$ cat src/tws_pkg.sv
// Shared types and constants for the triangular window smoother.
// Used by tws_cell, tws_div and triangular_window_smoother_top; no dependencies.
package tws_pkg;

    // Width of the half-width register and of a cell weight (h+1 <= 8)
    localparam int H_W   = 3;
    localparam int W_W   = 4;
    // Received-sample counter, saturates at the window length (<= 15)
    localparam int CNT_W = 4;
    // Divisor (h+1)^2 <= 64
    localparam int DIV_W = 7;
    // Extra accumulator bits above the sample width for a weight sum of 64
    localparam int GROW_W = 7;

    localparam logic [H_W-1:0] HALF_RESET = 3'd2;

    typedef enum logic [1:0] {
        ST_IDLE,
        ST_SUM,
        ST_DIV,
        ST_OUT
    } t_state;

endpackage

$ cat src/tws_div.sv
// Iterative signed divider: one quotient bit per cycle, truncating toward zero.
// Divides the window sum by (h+1)^2. Depends on tws_pkg.
module tws_div #(
    parameter int ACC_W = 23,
    parameter int RES_W = 16
) (
    input  logic                          i_clk,
    input  logic                          i_rst_n,
    input  logic                          i_start,
    input  logic signed [ACC_W-1:0]       i_dividend,
    input  logic [tws_pkg::DIV_W-1:0]     i_divisor,
    output logic                          o_done,
    output logic [RES_W-1:0]              o_quot
);

    localparam int CW = $clog2(ACC_W + 1);

    logic                        r_busy;
    logic                        r_done;
    logic [CW-1:0]               r_cnt;
    logic                        r_neg;
    logic [ACC_W-1:0]            r_mag;
    logic [tws_pkg::DIV_W-1:0]   r_rem;
    logic [tws_pkg::DIV_W-1:0]   r_dsr;
    logic [tws_pkg::DIV_W:0]     w_trial;
    logic [tws_pkg::DIV_W:0]     w_diff;
    logic                        w_ge;

    // Trial subtract of the next dividend bit
    always_comb begin
        w_trial = {r_rem, r_mag[ACC_W-1]};
        w_ge    = w_trial >= {1'b0, r_dsr};
        w_diff  = w_ge ? (w_trial - {1'b0, r_dsr}) : w_trial;
    end

    // Control: load on start, count down the quotient bits
    always_ff @(posedge i_clk) begin
        if (!i_rst_n) begin
            r_busy <= 1'b0;
            r_done <= 1'b0;
            r_cnt  <= '0;
        end else begin
            r_done <= 1'b0;
            if (i_start) begin
                r_busy <= 1'b1;
                r_cnt  <= CW'(ACC_W);
            end else if (r_busy) begin
                r_cnt <= r_cnt - 1'b1;
                if (r_cnt == CW'(1)) begin
                    r_busy <= 1'b0;
                    r_done <= 1'b1;
                end
            end
        end
    end

    // Datapath: magnitude shifts out at the top, quotient bits enter at the bottom
    always_ff @(posedge i_clk) begin
        if (i_start) begin
            r_neg <= i_dividend[ACC_W-1];
            r_mag <= i_dividend[ACC_W-1] ? ACC_W'(-i_dividend) : ACC_W'(i_dividend);
            r_rem <= '0;
            r_dsr <= i_divisor;
        end else if (r_busy) begin
            r_mag <= {r_mag[ACC_W-2:0], w_ge};
            r_rem <= w_diff[tws_pkg::DIV_W-1:0];
        end
    end

    assign o_done = r_done;
    assign o_quot = r_neg ? (-r_mag[RES_W-1:0]) : r_mag[RES_W-1:0];

endmodule
$ cat config.mk
export PLATFORM = sky130hd
export DESIGN_NAME = tws_div
export DESIGN_NICKNAME = d
export VERILOG_FILES = /design/src/tws_pkg.sv /design/src/tws_div.sv
export SDC_FILE = /design/constraint.sdc
export NUM_CORES = 1
export LEC_CHECK = 0
export ABC_AREA = 1
export BUFFER_PORTS_ARGS = -buffer_cell sky130_fd_sc_hd__buf_2
export CAP_MARGIN = 20
export CORE_MARGIN = 2
export CORE_UTILIZATION = 30
export CTS_CLUSTER_SIZE = 14
export DETAILED_ROUTE_END_ITERATION = 10
export GPL_TIMING_DRIVEN = 0
export PLACE_DENSITY = 0.5
export SLEW_MARGIN = 20
export SYNTH_ARGS = -nofsm -noshare
export SYNTH_HDL_FRONTEND = slang
export SYNTH_SLANG_ARGS = --single-unit
export TNS_END_PERCENT = 10
$ cat constraint.sdc
create_clock -name i_clk -period 3.41 [get_ports i_clk]
set_input_delay 0.682 -clock i_clk [delete_from_list [all_inputs] [get_ports i_clk]]
set_output_delay 0.682 -clock i_clk [all_outputs]
set_load 0.02 [all_outputs]
==> results.toml <==
[final_layout]
final_common_cell = "nand2_1"
nFillCells = 1169
synthToLayoutAreaGrowth_pct = 16.3
layout_common_cells = "nand2_1 (128), inv_1 (67), buf_2 (53), nand3_1 (46), nor2_1 (37)"
n_antenna_cell = 0
final_nets = 552
final_layout_size_suffix_gt1_share_pct = 14.4

[clocking]
insertion_delay_ps = 310
clock_sinks = 45
cts_tree = "built"
holdBufCountCts = 0
cts.repair.resized = 0
clk_pin_slew_ps = 90
cts_buffers = 5
root_buffer = "clkbuf_8"
cts_setup_buffers = 0
htree_levels = 2
cts_max_path_buffers = 2

[power_and_ir_drop]
p_switching_mw = 0.505
power.share.clock_pct = 26.3
leakagePower_nw = 1.83
p_per_area_mw_per_mm2 = 398
p_comb_share_pct = 28.1
worst_ir_drop_vdd_uv = 160
switching_share_pct = 34.0
power_mw = 1.49
p_int_mw = 0.980
pwr-share-seq_pct = 45.6

[grt]
grt_pass1_wl_um = 13700
overflow = 0
grt_antenna_before_repair = 0
grt_pass1_vias = 2818
grt_max_degree = 25
grt_use_total_pct = 15.0

[detailed_routing]
wl_met3_um = 324
drt-vias-per-instance = 4.67
vias = 3009
antenna_left = 0
first_iter_violations = 104
drtPass1Iterations = 4
wl_met2_um = 3860
m1WireLength_um = 4030
wl_um = 8310
drc = 0
top_layer = "met4"
wl_per_cell_um = 12.9

[worst_setup_path]
crit_required_ps = 2730
worst_ep_arrival_time_ps = 1960
end_kind = "output port"
critPathMaxFanout = 4
reg2reg_slack_ps = 1480
cp-start-kind = "register"
setup.worst_path.class = "reg -> out"

[min_path]
hp-class = "reg -> reg"

[synthesis]
seq_area_frac_synth_pct = 37.7
netlist.area_leader.share_pct = 29.0
syn_inst = 451
synth_cell_types = 33
syn_nets = 496
netlist_top_cells_area = "edfxtp_1 (29%), nand2_1 (15%), dfxtp_1 (8.7%)"
syn_area_mm2 = 0.00321
avgSynthCellArea_um2 = 7.12
ys_ff_latch = 45
yosys_warnings = 0
yosys.area.top_type = "edfxtp_1"

[timing]
rsz0062_at_grt = "no"
max_freq_ghz = 0.378
hold_viol = 0
relSlewSlack_pct = 34.9
report.final.slew_viol_count = 0
finalCritPeriodShare_pct = 77.6
tightestPinTransition_ps = 976
finalCriticalPeriod_ps = 2650
fin_worst_skew_ps = 13.4
setup_viol = 0
setup_tns_ps = 0

[placed_design]
port_buffers = 49
dpl.hpwl_um = 6500
gp_congestion = 0.831

[floorplanning]
rows = 37
ios = 50
fp.dieW_um = 107
chipHeight_um = 107
core_area_mm2 = 0.0104
die_area_mm2 = 0.0115
initial_core_util_pct = 30.9

[job]
drv_cap = 0

[outcome]
status = "complete, no violations"
==> path summary, 6_finish.rpt <==
check        startpoint    endpoint  cells past startpoint
max reg2reg      r_busy   r_mag[12]                      2
max            r_mag[3]  o_quot[15]                      7
min reg2reg    r_cnt[4]    r_cnt[4]                      2
min            r_cnt[4]    r_cnt[4]                      2
==> flip-flops by register name (all words and copies together) (netlist names) <==
register and count:
r_busy 1, o_done 1, r_neg 1, r_cnt 5, r_dsr 7, r_rem 7, r_mag 23
==> per-stage QoR <==
step	cell area [µm²]	setup WS, ps	std cells	hold slack, ps	util [%]
6_report	3730	764	644	474	36.0
5_1_grt	3730	620	644	494	36.0
4_1_cts	3730	773	644	478	36.0
3_5_place_dp	3620	854	636	462	35.0
3_3_place_gp	3620	841	636	461	35.0
2_1_floorplan	3210	1350	451	444	-
==> synth_stat cells <==
| master | instances |
|---|---|
| or2_1 | 1 |
| nand2_1 | 128 |
| a31oi_1 | 2 |
| clkbuf_1 | 4 |
| nand2_2 | 1 |
| a221oi_1 | 1 |
| dfxtp_1 | 14 |
| nor3_1 | 5 |
| nor3_2 | 1 |
| o31ai_1 | 2 |
| o21ai_2 | 1 |
| edfxtp_1 | 31 |
| inv_1 | 67 |
| buf_2 | 4 |
| o22ai_1 | 3 |
| nand3b_1 | 6 |
| inv_2 | 5 |
| a21oi_4 | 1 |
| o211ai_1 | 1 |
| nand3_4 | 1 |
| a21oi_1 | 10 |
| ha_1 | 11 |
| xor2_1 | 17 |
| fa_1 | 1 |
| buf_4 | 2 |
| o21bai_2 | 1 |
| xnor2_1 | 2 |
| nor2_1 | 37 |
| o21ai_0 | 12 |
| nand2b_1 | 1 |
| o21ai_1 | 17 |
| nand4_1 | 15 |
| nand3_1 | 46 |
==> routing by layer <==
metal	track usage (%)	up-vias
met5	0	-
met4	4.21	0
met3	2.42	6
met2	24.7	50
met1	20.4	1363
li1	-	1590
==> critical path, cell delays in order, from the launching register on <==
cell      delay [ps]
edfxtp_1         470
nor2_1           180
nand3_1           90
nor2_1           210
nand2_1          110
o21ai_1          270
xor2_1           170
buf_2            170
==> cell families (layout without fill, tap and decap cells) <==
logic type                 after synthesis  in the layout  share of synthesized area [%]
AOI/OAI and AO/OA                       51             51                           9.16
xor gates and xnor gates                19             19                           5.19
adders and majority gates               12             12                           4.91
buffers and inverters                   82            139                           9.98
DFF                                     45             45                           37.7
and+or+nand+nor                        242            242                           33.0
==> power by group through the flow <==
stage	sequential [mW]	combinational, mW	clock, mW
6_report	0.677	0.418	0.391
5_1_grt	0.684	0.473	0.424
4_1_cts	0.677	0.422	0.407
3_5_place_dp	0.690	0.420	0
3_3_place_gp	0.689	0.417	0
2_1_floorplan	0.680	0.291	0
==> area by class of cell <==
| type | instances | area (µm²) | share of cell area [%] |
|---|---|---|---|
| tap | 136 | 170 | 4.56 |
| multi-input combinational | 324 | 1680 | 45.0 |
| sequential | 45 | 1210 | 32.5 |
| timing repair buffer | 49 | 245 | 6.57 |
| inverter | 72 | 270 | 7.24 |
| buffer | 10 | 50.0 | 1.34 |
| clock inverter | 1 | 8.76 | 0.235 |
| clock buffer | 7 | 97.6 | 2.62 |
Note: power is estimated with default switching activity, not from simulation.
